[config.mk]
export PLATFORM = sky130hd
export DESIGN_NAME = vertex_layout_checker_top_flat
export DESIGN_NICKNAME = d
export VERILOG_FILES = /design/src/rtl/vlc_pkg.sv /design/src/rtl/vlc_if.sv /design/src/rtl/vertex_layout_checker_top.sv /design/src/rtl/vlc_in_stage.sv /design/src/rtl/vlc_check.sv /design/src/rtl/vlc_out_stage.sv /design/src/flat_wrapper.sv
export SDC_FILE = /design/constraint.sdc
export NUM_CORES = 1
export LEC_CHECK = 0
export ABC_AREA = 1
export BUFFER_PORTS_ARGS = -buffer_cell sky130_fd_sc_hd__buf_2
export CAP_MARGIN = 25
export CORE_ASPECT_RATIO = 1.5
export CORE_MARGIN = 5
export CORE_UTILIZATION = 53
export CTS_CLUSTER_SIZE = 16
export DETAILED_ROUTE_END_ITERATION = 6
export PLACE_DENSITY = 0.77
export SYNTH_ARGS = -nofsm -noshare
export SYNTH_HDL_FRONTEND = slang
export SYNTH_SLANG_ARGS = --single-unit
[constraint.sdc]
create_clock -name clk -period 4.1 [get_ports clk]
set_clock_uncertainty 0.2 [all_clocks]
set_input_delay 0.615 -clock clk [delete_from_list [all_inputs] [get_ports clk]]
set_output_delay 0.615 -clock clk [all_outputs]
set_load 0.02 [all_outputs]
[src/rtl/vlc_pkg.sv]
// Package for the vertex layout checker: shared types, error codes,
// format size table and default constants. No dependencies.
package vlc_pkg;

  localparam int MAX_ATTR_DEF = 16;
  localparam int DATA_W       = 32;
  localparam int OFF_W        = 31;  // running offset never exceeds INT32_MAX

  typedef enum logic [2:0] {
    ERR_NONE      = 3'd0,
    ERR_NEG_STRD  = 3'd1,
    ERR_TOO_MANY  = 3'd2,
    ERR_BAD_VALUE = 3'd3,
    ERR_LOC_CLASH = 3'd4,
    ERR_BAD_FMT   = 3'd5,
    ERR_OVERFLOW  = 3'd6
  } err_code_t;

  // One attribute descriptor request
  typedef struct packed {
    logic [3:0]               format_code;
    logic signed [DATA_W-1:0] attr_offset;
    logic signed [DATA_W-1:0] attr_location;
    logic                     last;
  } attr_req_t;

  // One verdict
  typedef struct packed {
    logic      layout_ok;
    err_code_t error_code;
    logic      done_res;
  } verdict_t;

  // Bytes per format code; zero marks an invalid code
  function automatic logic [4:0] fmt_size(input logic [3:0] code);
    logic [4:0] sz;
    unique case (code)
      4'd0, 4'd1, 4'd2, 4'd3: sz = 5'd4;
      4'd4:                   sz = 5'd8;
      4'd5:                   sz = 5'd12;
      4'd6:                   sz = 5'd16;
      default:                sz = 5'd0;
    endcase
    return sz;
  endfunction

endpackage

[src/rtl/vlc_if.sv]
// Channel interfaces for the vertex layout checker: descriptor input,
// verdict output and stride write port. Depends on vlc_pkg.
interface vlc_in_if import vlc_pkg::*; ();
  logic                     valid;
  logic                     ready;
  logic [3:0]               format_code;
  logic signed [DATA_W-1:0] attr_offset;
  logic signed [DATA_W-1:0] attr_location;
  logic                     last;

  modport source (output valid, format_code, attr_offset, attr_location, last,
                  input ready);
  modport sink   (input valid, format_code, attr_offset, attr_location, last,
                  output ready);
endinterface

interface vlc_out_if ();
  logic       valid;
  logic       ready;
  logic       layout_ok;
  logic [2:0] error_code;
  logic       done_res;

  modport source (output valid, layout_ok, error_code, done_res, input ready);
  modport sink   (input valid, layout_ok, error_code, done_res, output ready);
endinterface

interface vlc_cfg_if import vlc_pkg::*; ();
  logic                     valid;
  logic                     ready;
  logic signed [DATA_W-1:0] buffer_stride;

  modport source (output valid, buffer_stride, input ready);
  modport sink   (input valid, buffer_stride, output ready);
endinterface

[src/rtl/vertex_layout_checker_top.sv]
// Top level of the vertex layout checker. Depends on vlc_pkg, vlc_if,
// vlc_in_stage, vlc_check and vlc_out_stage.
//
// Usage:
//   in_if  : one attribute descriptor request per accepted item, with last
//            on the final attribute of a layout.
//   out_if : one verdict per request (layout_ok, first error code,
//            done_res copying last).
//   cfg_if : writes buffer_stride; always ready; write only while idle.
// Path: a request accepted into the input register has its verdict
//   registered in the result register when that register is free.
// Throughput: one request per cycle while out_if.ready is high; the
//   location check and offset add work against the layout state
//   combinationally between the input and result registers.
// Stall: while out_if.ready is low the result register holds its verdict;
//   the input register takes one more request only if it is empty, and
//   in_if.ready stays low once it holds a request.
// Reset: both registers empty, stride zero, layout state cleared. The
//   layout state also clears after each request marked last.
module vertex_layout_checker_top
  import vlc_pkg::*;
#(
  parameter int MAX_ATTRIBUTES = MAX_ATTR_DEF
) (
  input  logic      clk,
  input  logic      rst_n,
  vlc_in_if.sink    in_if,
  vlc_out_if.source out_if,
  vlc_cfg_if.sink   cfg_if
);

  logic      req_valid;
  attr_req_t req;
  verdict_t  res;
  logic      res_ready;
  logic      adv;

  // Held request moves into the result register
  assign adv = req_valid && res_ready;

  vlc_in_stage u_in_stage (
    .clk       (clk),
    .rst_n     (rst_n),
    .in_if     (in_if),
    .adv       (adv),
    .req_valid (req_valid),
    .req       (req)
  );

  vlc_check #(
    .MAX_ATTRIBUTES (MAX_ATTRIBUTES)
  ) u_check (
    .clk    (clk),
    .rst_n  (rst_n),
    .cfg_if (cfg_if),
    .adv    (adv),
    .req    (req),
    .res    (res)
  );

  vlc_out_stage u_out_stage (
    .clk       (clk),
    .rst_n     (rst_n),
    .res_valid (req_valid),
    .res       (res),
    .res_ready (res_ready),
    .out_if    (out_if)
  );

endmodule

[src/rtl/vlc_in_stage.sv]
// Input register of the vertex layout checker: captures one descriptor
// request per cycle when not stalled. Depends on vlc_pkg, vlc_if.
module vlc_in_stage
  import vlc_pkg::*;
(
  input  logic      clk,
  input  logic      rst_n,
  vlc_in_if.sink    in_if,
  input  logic      adv,       // held request moves on this cycle
  output logic      req_valid,
  output attr_req_t req
);

  logic      valid_r;
  attr_req_t req_r;

  // Take a new request when empty or when the held one leaves
  assign in_if.ready = !valid_r || adv;

  always_ff @(posedge clk) begin
    if (!rst_n) begin
      valid_r <= 1'b0;
    end else if (in_if.ready) begin
      valid_r <= in_if.valid;
    end
  end

  always_ff @(posedge clk) begin
    if (in_if.ready && in_if.valid) begin
      req_r.format_code   <= in_if.format_code;
      req_r.attr_offset   <= in_if.attr_offset;
      req_r.attr_location <= in_if.attr_location;
      req_r.last          <= in_if.last;
    end
  end

  assign req_valid = valid_r;
  assign req       = req_r;

endmodule

[src/rtl/vlc_check.sv]
// Rule checks and layout state of the vertex layout checker: location
// bitmap, running offset, index, sticky error, stride register.
// Depends on vlc_pkg and vlc_if.
module vlc_check
  import vlc_pkg::*;
#(
  parameter int MAX_ATTRIBUTES = MAX_ATTR_DEF
) (
  input  logic      clk,
  input  logic      rst_n,
  vlc_cfg_if.sink   cfg_if,
  input  logic      adv,   // commit the held request
  input  attr_req_t req,
  output verdict_t  res
);

  localparam int IDX_W = $clog2(MAX_ATTRIBUTES + 1);
  localparam int LOC_W = (MAX_ATTRIBUTES > 1) ? $clog2(MAX_ATTRIBUTES) : 1;
  localparam int LOC_N = 1 << LOC_W;

  logic signed [DATA_W-1:0]  stride_r;
  logic [MAX_ATTRIBUTES-1:0] used_r, used_nxt;
  logic [OFF_W-1:0]          run_off_r, run_off_nxt;
  logic [IDX_W-1:0]          idx_r, idx_nxt;
  err_code_t                 ferr_r, ferr_nxt;

  logic [LOC_N-1:0]  used_pad;
  logic [LOC_W-1:0]  loc_sel;
  logic              off_bad, loc_bad, loc_range_bad, idx_full;
  logic [4:0]        size;
  logic [DATA_W-1:0] base, next_off;
  logic              past_stride;
  err_code_t         chk;

  // Stride register: the user writes it only while idle; not enforced
  assign cfg_if.ready = 1'b1;

  always_ff @(posedge clk) begin
    if (!rst_n) begin
      stride_r <= '0;
    end else if (cfg_if.valid) begin
      stride_r <= cfg_if.buffer_stride;
    end
  end

  // Field decode
  assign idx_full      = (idx_r >= IDX_W'(MAX_ATTRIBUTES));
  assign off_bad       = req.attr_offset[DATA_W-1] && (req.attr_offset != '1);
  assign loc_bad       = req.attr_location[DATA_W-1] && (req.attr_location != '1);
  assign loc_range_bad = !req.attr_location[DATA_W-1] &&
                         ($unsigned(req.attr_location) >= DATA_W'(MAX_ATTRIBUTES));
  assign loc_sel       = req.attr_location[DATA_W-1] ? idx_r[LOC_W-1:0]
                                                     : req.attr_location[LOC_W-1:0];
  assign used_pad      = LOC_N'(used_r);
  assign size          = fmt_size(req.format_code);

  // End offset of this attribute; 32 bits hold it without wrap
  assign base        = req.attr_offset[DATA_W-1] ? DATA_W'(run_off_r)
                                                 : $unsigned(req.attr_offset);
  assign next_off    = base + DATA_W'(size);
  assign past_stride = (stride_r > 0) && (next_off > $unsigned(stride_r));

  // Checks in priority order
  always_comb begin
    priority if (stride_r[DATA_W-1])           chk = ERR_NEG_STRD;
    else if (idx_full)                         chk = ERR_TOO_MANY;
    else if (off_bad || loc_bad)               chk = ERR_BAD_VALUE;
    else if (loc_range_bad)                    chk = ERR_BAD_VALUE;
    else if (used_pad[loc_sel])                chk = ERR_LOC_CLASH;
    else if (size == 5'd0)                     chk = ERR_BAD_FMT;
    else if (next_off[DATA_W-1] || past_stride) chk = ERR_OVERFLOW;
    else                                       chk = ERR_NONE;
  end

  // Next layout state
  always_comb begin
    used_nxt    = used_r;
    run_off_nxt = run_off_r;
    ferr_nxt    = ferr_r;
    idx_nxt     = idx_full ? idx_r : idx_r + IDX_W'(1);
    if (ferr_r == ERR_NONE) begin
      ferr_nxt = chk;
      if (chk == ERR_NONE) begin
        used_nxt    = used_r | MAX_ATTRIBUTES'(LOC_N'(1) << loc_sel);
        run_off_nxt = next_off[OFF_W-1:0];
      end
    end
  end

  // Verdict reflects the error state after this request
  assign res.layout_ok  = (ferr_nxt == ERR_NONE);
  assign res.error_code = ferr_nxt;
  assign res.done_res   = req.last;

  always_ff @(posedge clk) begin
    if (!rst_n) begin
      used_r    <= '0;
      run_off_r <= '0;
      idx_r     <= '0;
      ferr_r    <= ERR_NONE;
    end else if (adv) begin
      if (req.last) begin
        used_r    <= '0;
        run_off_r <= '0;
        idx_r     <= '0;
        ferr_r    <= ERR_NONE;
      end else begin
        used_r    <= used_nxt;
        run_off_r <= run_off_nxt;
        idx_r     <= idx_nxt;
        ferr_r    <= ferr_nxt;
      end
    end
  end

endmodule

[src/rtl/vlc_out_stage.sv]
// Result register of the vertex layout checker: holds one verdict until
// the receiver takes it. Depends on vlc_pkg and vlc_if.
module vlc_out_stage
  import vlc_pkg::*;
(
  input  logic     clk,
  input  logic     rst_n,
  input  logic     res_valid,
  input  verdict_t res,
  output logic     res_ready,
  vlc_out_if.source out_if
);

  logic     valid_r;
  verdict_t res_r;

  // Free when empty or when the current verdict is taken
  assign res_ready = !valid_r || out_if.ready;

  always_ff @(posedge clk) begin
    if (!rst_n) begin
      valid_r <= 1'b0;
    end else if (res_ready) begin
      valid_r <= res_valid;
    end
  end

  always_ff @(posedge clk) begin
    if (res_ready && res_valid) begin
      res_r <= res;
    end
  end

  assign out_if.valid      = valid_r;
  assign out_if.layout_ok  = res_r.layout_ok;
  assign out_if.error_code = res_r.error_code;
  assign out_if.done_res   = res_r.done_res;

endmodule

[src/flat_wrapper.sv]
// flat-port wrapper written by rule: the top's interface ports become plain ports
module vertex_layout_checker_top_flat import vlc_pkg::*;
#(
  parameter int MAX_ATTRIBUTES = MAX_ATTR_DEF
)
  (clk, rst_n, in_if_valid, in_if_format_code, in_if_attr_offset, in_if_attr_location, in_if_last, in_if_ready, out_if_valid, out_if_layout_ok, out_if_error_code, out_if_done_res, out_if_ready, cfg_if_valid, cfg_if_buffer_stride, cfg_if_ready);
  vlc_in_if in_if_i ();
  vlc_out_if out_if_i ();
  vlc_cfg_if cfg_if_i ();
  input  logic clk;
  input  logic rst_n;
  input wire logic [$bits(in_if_i.valid)-1:0] in_if_valid;
  input wire logic [$bits(in_if_i.format_code)-1:0] in_if_format_code;
  input wire logic [$bits(in_if_i.attr_offset)-1:0] in_if_attr_offset;
  input wire logic [$bits(in_if_i.attr_location)-1:0] in_if_attr_location;
  input wire logic [$bits(in_if_i.last)-1:0] in_if_last;
  output wire logic [$bits(in_if_i.ready)-1:0] in_if_ready;
  output wire logic [$bits(out_if_i.valid)-1:0] out_if_valid;
  output wire logic [$bits(out_if_i.layout_ok)-1:0] out_if_layout_ok;
  output wire logic [$bits(out_if_i.error_code)-1:0] out_if_error_code;
  output wire logic [$bits(out_if_i.done_res)-1:0] out_if_done_res;
  input wire logic [$bits(out_if_i.ready)-1:0] out_if_ready;
  input wire logic [$bits(cfg_if_i.valid)-1:0] cfg_if_valid;
  input wire logic [$bits(cfg_if_i.buffer_stride)-1:0] cfg_if_buffer_stride;
  output wire logic [$bits(cfg_if_i.ready)-1:0] cfg_if_ready;
  assign in_if_i.valid = in_if_valid;
  assign in_if_i.format_code = in_if_format_code;
  assign in_if_i.attr_offset = in_if_attr_offset;
  assign in_if_i.attr_location = in_if_attr_location;
  assign in_if_i.last = in_if_last;
  assign in_if_ready = in_if_i.ready;
  assign out_if_valid = out_if_i.valid;
  assign out_if_layout_ok = out_if_i.layout_ok;
  assign out_if_error_code = out_if_i.error_code;
  assign out_if_done_res = out_if_i.done_res;
  assign out_if_i.ready = out_if_ready;
  assign cfg_if_i.valid = cfg_if_valid;
  assign cfg_if_i.buffer_stride = cfg_if_buffer_stride;
  assign cfg_if_ready = cfg_if_i.ready;
  vertex_layout_checker_top #(.MAX_ATTRIBUTES(MAX_ATTRIBUTES)) u_core (.clk(clk), .rst_n(rst_n), .in_if(in_if_i), .out_if(out_if_i), .cfg_if(cfg_if_i));
endmodule
==> results of run 1 <==
==> path summary, 6_finish.rpt <==
path / start / endpoint / slack [ns] / cells after the start
worst max register to register: u_core.u_in_stage.req[64] / u_core.u_check.run_off_r[27] / -0.53 / 30
worst min register to register: u_core.u_check.used_pad[0] / u_core.u_check.used_pad[0] / 0.26 / 2
worst max-delay path: u_core.u_in_stage.req[64] / u_core.u_check.run_off_r[27] / -0.53 / 30
worst min-delay path: in_if_attr_location[14] / u_core.u_in_stage.req[15] / 0.16 / 1
==> power by group through the flow <==
stage	Sequential (mW)	Combinational, mW	Clock [mW]
final	1.81	0.516	1.62
after global placement	1.84	0.447	0
after global routing	1.82	0.573	1.71
after detailed placement	1.84	0.457	0
after CTS	1.81	0.472	1.64
after floorplan	1.84	0.295	0
==> final cells by class <==
cell class              instances  area [um2]
fillers                      1156        4840
multi-input cells             692        4090
flip-flops and latches        163        4000
repair buffers                197        1400
inverters                     131         494
clock buffers                  17         425
well taps                     203         254
clock inverters                15         181
diodes                          1        2.50
==> through the flow <==
| step | area (um2) | power, mW | std cells |
|---|---|---|---|
| floorplan | 8490 | 2.13 | 1023 |
| global placement | 9570 | 2.29 | 1364 |
| detailed placement | 9570 | 2.30 | 1364 |
| CTS | 10600 | 3.92 | 1413 |
| global route | 10900 | 4.10 | 1419 |
| finish | 10900 | 3.95 | 1419 |
==> critical path: cells and delay by family, from the launching register on <==
family / cells / cell delay, ns
AO/OA/AOI/OAI: 2 / 0.29
XOR/XNOR: 1 / 0.22
adder cells (fa/ha/maj): 2 / 0.63
buffers and inverters: 6 / 0.81
flip-flops: 1 / 0.46
AND/OR/NAND/NOR: 19 / 1.91
==> routing by layer <==
layer,part of all wire,GRT usage,vias up
li1,-,-,3773
met4,0.044,0.0973,0
met5,0,0,-
met3,0.064,0.0480,93
met2,0.53,0.441,369
met1,0.36,0.256,3622
==> cells in the final DEF, fill, tap and decap left out, types with 43 or more instances in the layout <==
master    Yosys  layout
buf_4         2      64
inv_1       119     118
nand2_1     211     198
a21oi_1      92      77
nor2_1       75      68
dfxtp_1      89      89
edfxtp_1     74      74
nand3_1      66      52
o21ai_0      46      43
nand4_1      53      53
buf_2         9     112
==> what timing repair did <==
item | in CTS | in global routing
setup buffers | 13 | 4
endpoints found under the hold margin | 0 | 0
pin swaps | 28 | 23
cloned | 4 | 2
endpoints found under the setup margin | 52 | 52
gates resized for setup | 40 | 53
==> state kept, by name, indices dropped and copies added, names as in the netlist <==
register,cells
u_core.u_out_stage.out_if.layout_ok,1
u_core.u_in_stage.req_valid,1
u_core.u_check.stride_r,32
u_core.u_out_stage.out_if.done_res,1
u_core.u_check.ferr_r,3
u_core.u_out_stage.out_if.error_code,3
u_core.u_check.idx_r,5
u_core.u_check.run_off_r,31
u_core.u_out_stage.out_if.valid,1
u_core.u_check.used_pad,16
u_core.u_in_stage.req,69
==> cells by family (layout without fill, tap and decap cells) <==
kind of cell,after synthesis,count (layout),synth area share
buffers and inverters,169,360,0.0876
AOI/OAI and AO/OA,164,164,0.105
adders and majority gates,38,38,0.0570
muxes,2,2,0.00236
xor gates and xnor gates,22,22,0.0227
other,1,2,0.000443
DFF,163,163,0.473
and+or+nand+nor,464,465,0.253
==> results.json, run 1 <==
{
  "track_usage": 0.236,
  "failed_checks": "negative setup slack",
  "ios": 114,
  "cts_sinks": 163,
  "cts-buffers-inserted": 17,
  "p_clk_frac": 0.411,
  "crit_path_top_delay_cell": "edfxtp_1",
  "wl_um": 23400,
  "status": "finished, violations left",
  "relSlewSlack": 0.519,
  "slowest_delay_ns": 0.46,
  "period_share": 1.13,
  "synth_cell_types": 44,
  "clockBufferDepth": 2,
  "grt_pass1_wl_um": 35100,
  "rsz0062_at_grt": "true",
  "dpl.hpwl_um": 15300,
  "syn_area_mm2": 0.00847,
  "syn_nets": 1167,
  "yosysWarnings": 0,
  "fin_setup_tns_ns": -21.30,
  "insertion_delay_ns": 0.43,
  "synth_top_cell_by_area": "edfxtp_1",
  "synth_edf_count": 74,
  "grt_pass1_vias": 7479,
  "crit_fanout": 15,
  "nNetsFinal": 1346,
  "overflow": 0,
  "rows": 56,
  "crit_arrival_ns": 4.78,
  "leakage_nw": 4.79,
  "yosysSeqAreaShare": 0.473,
  "peakVddDrop_uv": 314,
  "crit_path_start_kind": "register",
  "antenna_found_initial": 1,
  "final_util": 0.692,
  "antenna_left": 0,
  "port_buffers": 112,
  "ys_ff_latch": 163,
  "synth.top_cell.area_share": 0.262,
  "drive_above_1_share": 0.286,
  "min_period_ns": 4.63,
  "endpoint_kind": "register",
  "critical_path_class": "register to register",
  "synthFlopType": "dfxtp_1",
  "syn_to_final_growth_pct": 28.1,
  "cp.required_ns": 4.25,
  "p_seq_frac": 0.458,
  "avgViaCountPerCell": 5.54,
  "pwr-share-comb": 0.131,
  "fp.dieH_um": 165,
  "tightestPinTransition_ns": 0.718,
  "synth_common_cells": "nand2_1, inv_1, a21oi_1",
  "place_ws_ns": -0.292,
  "hold_viol": 0,
  "synthTopCellsByArea": "edfxtp_1, dfxtp_1, nand2_1",
  "core_area_mm2": 0.0157,
  "avgSynthCellArea_um2": 8.28,
  "powerDensity_mw_per_mm2": 364,
  "grt_max_degree": 35,
  "p_sw_frac": 0.279,
  "hold_path_class": "primary input to register",
  "place_congestion": 0.935,
  "finalMaxSlewViolations": 0,
  "p_int_mw": 2.85,
  "cp_common_cell": "nor2_1",
  "root_buffer": "clkbuf_16",
  "dieArea_mm2": 0.0187,
  "power.switching_mw": 1.10,
  "setup_viol": 52,
  "ctsHoldBuffers": 0,
  "drt-pass1-iter-count": 5,
  "vias": 7857,
  "drtIter0Drc": 603,
  "timing.hold.ws_ns": 0.157,
  "fmax_ghz": 0.216,
  "cts_tree": "built",
  "start_util": 0.540,
  "yosysMostFrequentCell": "nand2_1",
  "clkTransAtPathRegs_ns": 0.07,
  "fp.dieW_um": 113,
  "async_flop_share": 0,
  "drc": 0,
  "setup_ws_ns": -0.534,
  "synthCells": 1023,
  "wl_per_cell_um": 16.5,
  "htreeDepth": 4,
  "drv_cap": 0
}
(Power assumes the default switching activity.)
==> inputs of run 2 (changes only) <==
ABC_CLOCK_PERIOD_IN_PS = 4100   (was unset)
PLACE_DENSITY = 0.78   (was 0.77)
==> results.json, run 2 (synthesized netlist as in run 1, its figures left out) <==
{
  "status": "finished, violations left",
  "failed_checks": "negative setup slack",
  "power.switching_mw": 1.12,
  "clockBufferDepth": 2,
  "cp.required_ns": 4.25,
  "vias": 7838,
  "syn_to_final_growth_pct": 26.9,
  "layout_commonest_cell": "nand2_1",
  "leakage_nw": 4.62,
  "final_cell_mix": "nand2_1, inv_1, buf_2",
  "hold_end": "u_core.u_in_stage.req[11]",
  "overflow": 0,
  "p_seq_frac": 0.463,
  "drv_cap": 0,
  "grt_pass1_wl_um": 34900,
  "rows": 56,
  "place_ws_ns": -0.269,
  "nNetsFinal": 1343,
  "insertion_delay_ns": 0.44,
  "r2r_end": "u_core.u_check.run_off_r[30]",
  "period_share": 1.12,
  "grt_max_degree": 35,
  "cp_common_cell": "nand2_1",
  "place_congestion": 0.959,
  "clkTransAtPathRegs_ns": 0.07,
  "ios": 114,
  "whs_path_depth": 1,
  "root_buffer": "clkbuf_16",
  "drt-pass1-iter-count": 6,
  "peakVddDrop_uv": 340,
  "rsz0062_at_grt": "true",
  "pwr-share-comb": 0.129,
  "cts_sinks": 163,
  "reg2reg_depth": 32,
  "fin_area_mm2": 0.0108,
  "dieArea_mm2": 0.0187,
  "p_int_mw": 2.79,
  "placed_cell_area_mm2": 0.00955,
  "r2r-start": "u_core.u_in_stage.req[66]",
  "fp.dieW_um": 113,
  "min_period_ns": 4.59,
  "port_buffers": 112,
  "fp.dieH_um": 165,
  "grt_pass1_vias": 7510,
  "cts_tree": "built",
  "critical_path_class": "register to register",
  "endpoint_kind": "register",
  "htreeDepth": 4,
  "fmax_ghz": 0.218,
  "totalPowerFinal_mw": 3.91,
  "relSlewSlack": 0.527,
  "drc": 0,
  "fin_setup_tns_ns": -19.21,
  "avgViaCountPerCell": 5.54,
  "tightestPinTransition_ns": 0.705,
  "setup_viol": 52,
  "p_clk_frac": 0.408,
  "start_util": 0.540,
  "setup_ws_ns": -0.492,
  "hold_viol": 0,
  "r2r_slack_ns": -0.49,
  "min_from": "in_if_attr_location[10]",
  "largest_register_ffs": 69,
  "slowest_delay_ns": 0.41,
  "cts-buffers-inserted": 17,
  "core_area_mm2": 0.0157,
  "crit_path_start_kind": "register",
  "drtIter0Drc": 518,
  "crit_arrival_ns": 4.74,
  "finalMaxSlewViolations": 0,
  "drive_above_1_share": 0.295,
  "crit_fanout": 8,
  "powerDensity_mw_per_mm2": 363,
  "p_sw_frac": 0.286,
  "antenna_left": 0,
  "wl_um": 22900,
  "track_usage": 0.233,
  "dpl.hpwl_um": 15500,
  "antenna_found_initial": 0,
  "hold_path_class": "primary input to register",
  "crit_path_top_delay_cell": "edfxtp_1",
  "wl_per_cell_um": 16.2
}
==> run 2: cell types whose count changed in the layout (fill, tap and decap cells not counted), sizes merged <==
cell,change
bufbuf,-1
buf,-1
nand2,-1
bufinv,-1
clkinv,+2
clkinvlp,-1
==> run 2: per-layer routing <==
layer	global-route usage	share of wire	vias to the layer above
met5	0	0	-
met4	0.0968	0.033	0
met3	0.0389	0.068	77
met2	0.446	0.54	367
met1	0.251	0.36	3621
li1	-	-	3773
==> run 2: final cells by class <==
cell class              instances  area [um2]
diodes                          1        2.50
clock buffers                  17         425
clock inverters                15         179
fillers                      1172        4940
inverters                     131         494
multi-input cells             691        4090
flip-flops and latches        163        4000
well taps                     203         254
repair buffers                195        1310
==> run 2: worst max path at each step <==
stage                                   start                      endpoint  slack (ns)
CTS                 u_core.u_in_stage.req[64]  u_core.u_check.run_off_r[10]       -0.32
global route        u_core.u_in_stage.req[66]  u_core.u_check.run_off_r[30]       -0.76
finish              u_core.u_in_stage.req[66]  u_core.u_check.run_off_r[30]       -0.49
global placement    u_core.u_in_stage.req[66]  u_core.u_check.run_off_r[22]       -0.13
floorplan           u_core.u_in_stage.req[64]   u_core.u_check.used_pad[10]       -0.04
detailed placement  u_core.u_in_stage.req[66]  u_core.u_check.run_off_r[22]       -0.27
==> run 2: critical path, delay by kind of cell, from the launching register on <==
| family | cells | cell delay (ns) |
|---|---|---|
| fa+ha+maj | 3 | 0.72 |
| flops | 1 | 0.41 |
| xor+xnor | 1 | 0.15 |
| simple gates | 16 | 1.55 |
| compound gates | 4 | 0.60 |
| buf+inv | 8 | 0.88 |
==> run 2: metrics by stage <==
| step | hold WS, ns | cells | util |
|---|---|---|---|
| after detailed placement | 0.242 | 1361 | 0.608 |
| final | 0.153 | 1416 | 0.685 |
| after global routing | 0.136 | 1415 | 0.685 |
| after CTS | 0.145 | 1406 | 0.658 |
| after floorplan | 0.230 | 1023 | - |
| after global placement | 0.238 | 1361 | 0.608 |
==> run 2: power by group through the flow <==
stage / sequential, mW / clock (mW) / combinational [mW]
after floorplan: 1.84 / 0 / 0.295
after global placement: 1.84 / 0 / 0.445
after detailed placement: 1.84 / 0 / 0.457
after CTS: 1.81 / 1.61 / 0.468
after global routing: 1.82 / 1.68 / 0.563
final: 1.81 / 1.60 / 0.503
==> run 2: timing repair <==
item                                    CTS  global route
resized for setup                        13            74
hold buffers                              0             0
gates cloned                              2             2
endpoints found under the setup margin   51            52
pin swaps                                32            51
buffers inserted                         11            10
==> inputs of run 3 (changes only) <==
==> constraint.sdc (replaced) <==
create_clock -name clk -period 4.1 [get_ports clk]
set_clock_uncertainty 0.2 [all_clocks]
set_input_delay 0.41 -clock clk [delete_from_list [all_inputs] [get_ports clk]]
set_output_delay 0.41 -clock clk [all_outputs]
set_load 0.02 [all_outputs]
==> results.json, run 3 (synthesized netlist as in run 1, its figures left out) <==
{
  "rsz0062_at_grt": "true",
  "clkTransAtPathRegs_ns": 0.07,
  "fp.dieH_um": 165,
  "status": "finished, violations left",
  "cp.required_ns": 4.25,
  "r2r_end": "u_core.u_check.run_off_r[16]",
  "drv_cap": 0,
  "crit_buf_inv": 9,
  "drtIter0Drc": 699,
  "instances_no_fill": 1496,
  "ios": 114,
  "final_util": 0.740,
  "peakVddDrop_uv": 329,
  "fin_setup_tns_ns": -30.48,
  "clockBufferDepth": 2,
  "nNetsFinal": 1424,
  "p_clk_frac": 0.403,
  "p_sw_frac": 0.289,
  "r2r_slack_ns": -0.74,
  "min_from": "cfg_if_buffer_stride[0]",
  "wl_per_cell_um": 17.3,
  "period_share": 1.18,
  "hold_path_class": "primary input to register",
  "htreeDepth": 4,
  "grt_pass1_vias": 8149,
  "drt-pass1-iter-count": 6,
  "dieArea_mm2": 0.0187,
  "layout_commonest_cell": "nand2_1",
  "pwr-share-comb": 0.145,
  "antenna_left": 0,
  "powerDensity_mw_per_mm2": 345,
  "insertion_delay_ns": 0.44,
  "tightestPinTransition_ns": 0.729,
  "drc": 0,
  "place_ws_ns": -0.244,
  "critical_path_class": "register to register",
  "avgViaCountPerCell": 5.59,
  "fmax_ghz": 0.206,
  "vias": 8360,
  "cp_top_family": "simple AND/OR/NAND/NOR gates",
  "syn_to_final_growth_pct": 37.1,
  "place_congestion": 0.940,
  "finalMaxSlewViolations": 0,
  "crit_fanout": 20,
  "final_cell_mix": "nand2_1, inv_1, buf_2",
  "crit_path_start_kind": "register",
  "setup_viol": 52,
  "crit_arrival_ns": 5.00,
  "antenna_found_initial": 0,
  "dp_cells": 1360,
  "relSlewSlack": 0.514,
  "antenna_cells": 0,
  "cts_tree": "built",
  "grt_max_degree": 60,
  "p_seq_frac": 0.453,
  "root_buffer": "clkbuf_16",
  "setup_ws_ns": -0.744,
  "hold_end": "u_core.u_check.stride_r[0]",
  "leakage_nw": 5.06,
  "failed_checks": "negative setup slack",
  "track_usage": 0.257,
  "core_area_mm2": 0.0157,
  "min_period_ns": 4.84,
  "cts-buffers-inserted": 17,
  "rows": 56,
  "power.switching_mw": 1.16,
  "grt_pass1_wl_um": 38200,
  "overflow": 0,
  "r2r-start": "u_core.u_in_stage.req[64]",
  "drive_above_1_share": 0.288,
  "cp_common_cell": "nor2_2",
  "p_int_mw": 2.84,
  "start_util": 0.540,
  "port_buffers": 112,
  "endpoint_kind": "register",
  "whs_path_depth": 3,
  "dpl.hpwl_um": 15000,
  "slowest_delay_ns": 0.47,
  "hold_viol": 0,
  "fp.dieW_um": 113,
  "cts_sinks": 163,
  "reg2reg_depth": 31,
  "wl_um": 25800,
  "crit_path_top_delay_cell": "edfxtp_1",
  "largest_register_ffs": 69
}
[run 3: cell count changes in the layout (fill, tap and decap cells not counted), moves of 3 or more]
cell / delta
dlygate4sd3_1: +69
nand2_1: -9
nand3_1: +7
nand3_2: -7
buf_4: +6
nand2_4: +6
nor2_1: -5
buf_12: +4
nor2_2: +4
nand2_2: +3
[run 3: worst max path at each step]
stage                                          from                      endpoint  slack, ns  cells past startpoint
after CTS                 u_core.u_in_stage.req[64]  u_core.u_check.run_off_r[17]      -0.34                     29
after detailed placement  u_core.u_in_stage.req[66]  u_core.u_check.run_off_r[23]      -0.24                     30
after global routing      u_core.u_in_stage.req[64]  u_core.u_check.run_off_r[16]      -0.89                     30
after global placement    u_core.u_in_stage.req[66]  u_core.u_check.run_off_r[22]      -0.13                     30
final                     u_core.u_in_stage.req[64]  u_core.u_check.run_off_r[16]      -0.74                     31
after floorplan           u_core.u_in_stage.req[64]   u_core.u_check.used_pad[10]      -0.04                     33
[run 3: what timing repair did]
item                                    4_1_cts  5_1_grt
hold buffers                                 69        0
pin swaps                                    13       59
setup buffers                                18       13
endpoints found under the setup margin       52       52
hold endpoints to repair                     69        0
resized for setup                            20       78
gates cloned                                  3        4
[run 3: final cells by class]
cell class | count | area (um2)
well taps | 203 | 254
repair buffers | 275 | 2150
clock inverters | 15 | 186
clock buffers | 17 | 425
multi-input cells | 692 | 4100
flip-flops and latches | 163 | 4000
fillers | 1009 | 4080
inverters | 131 | 494
[run 3: per-layer routing]
metal	vias to the layer above	wire (um)	global-route usage
met1	3843	9000	0.275
met2	448	13500	0.490
met3	134	1850	0.0429
met4	0	1510	0.115
li1	3935	-	-
met5	-	0	0
[run 3: power by group through the flow]
stage	sequential [mW]	clock (mW)	combinational [mW]
finish	1.81	1.61	0.579
global route	1.82	1.69	0.638
CTS	1.81	1.61	0.527
detailed placement	1.84	0	0.454
global placement	1.84	0	0.445
floorplan	1.84	0	0.295
[run 3: tightest hold or removal path: stages]
cell	delay, ns
buf_2	0.07
nor2_1	0.03
nor2_1	0.08
[run 3: through the flow]
step	instance area, um2	total power, mW	hold WS, ns
finish	11600	4.00	0.00394
CTS	11100	3.95	0.00765
floorplan	8490	2.13	0.230
global route	11600	4.14	0.0235
detailed placement	9540	2.30	0.242
global placement	9540	2.29	0.238
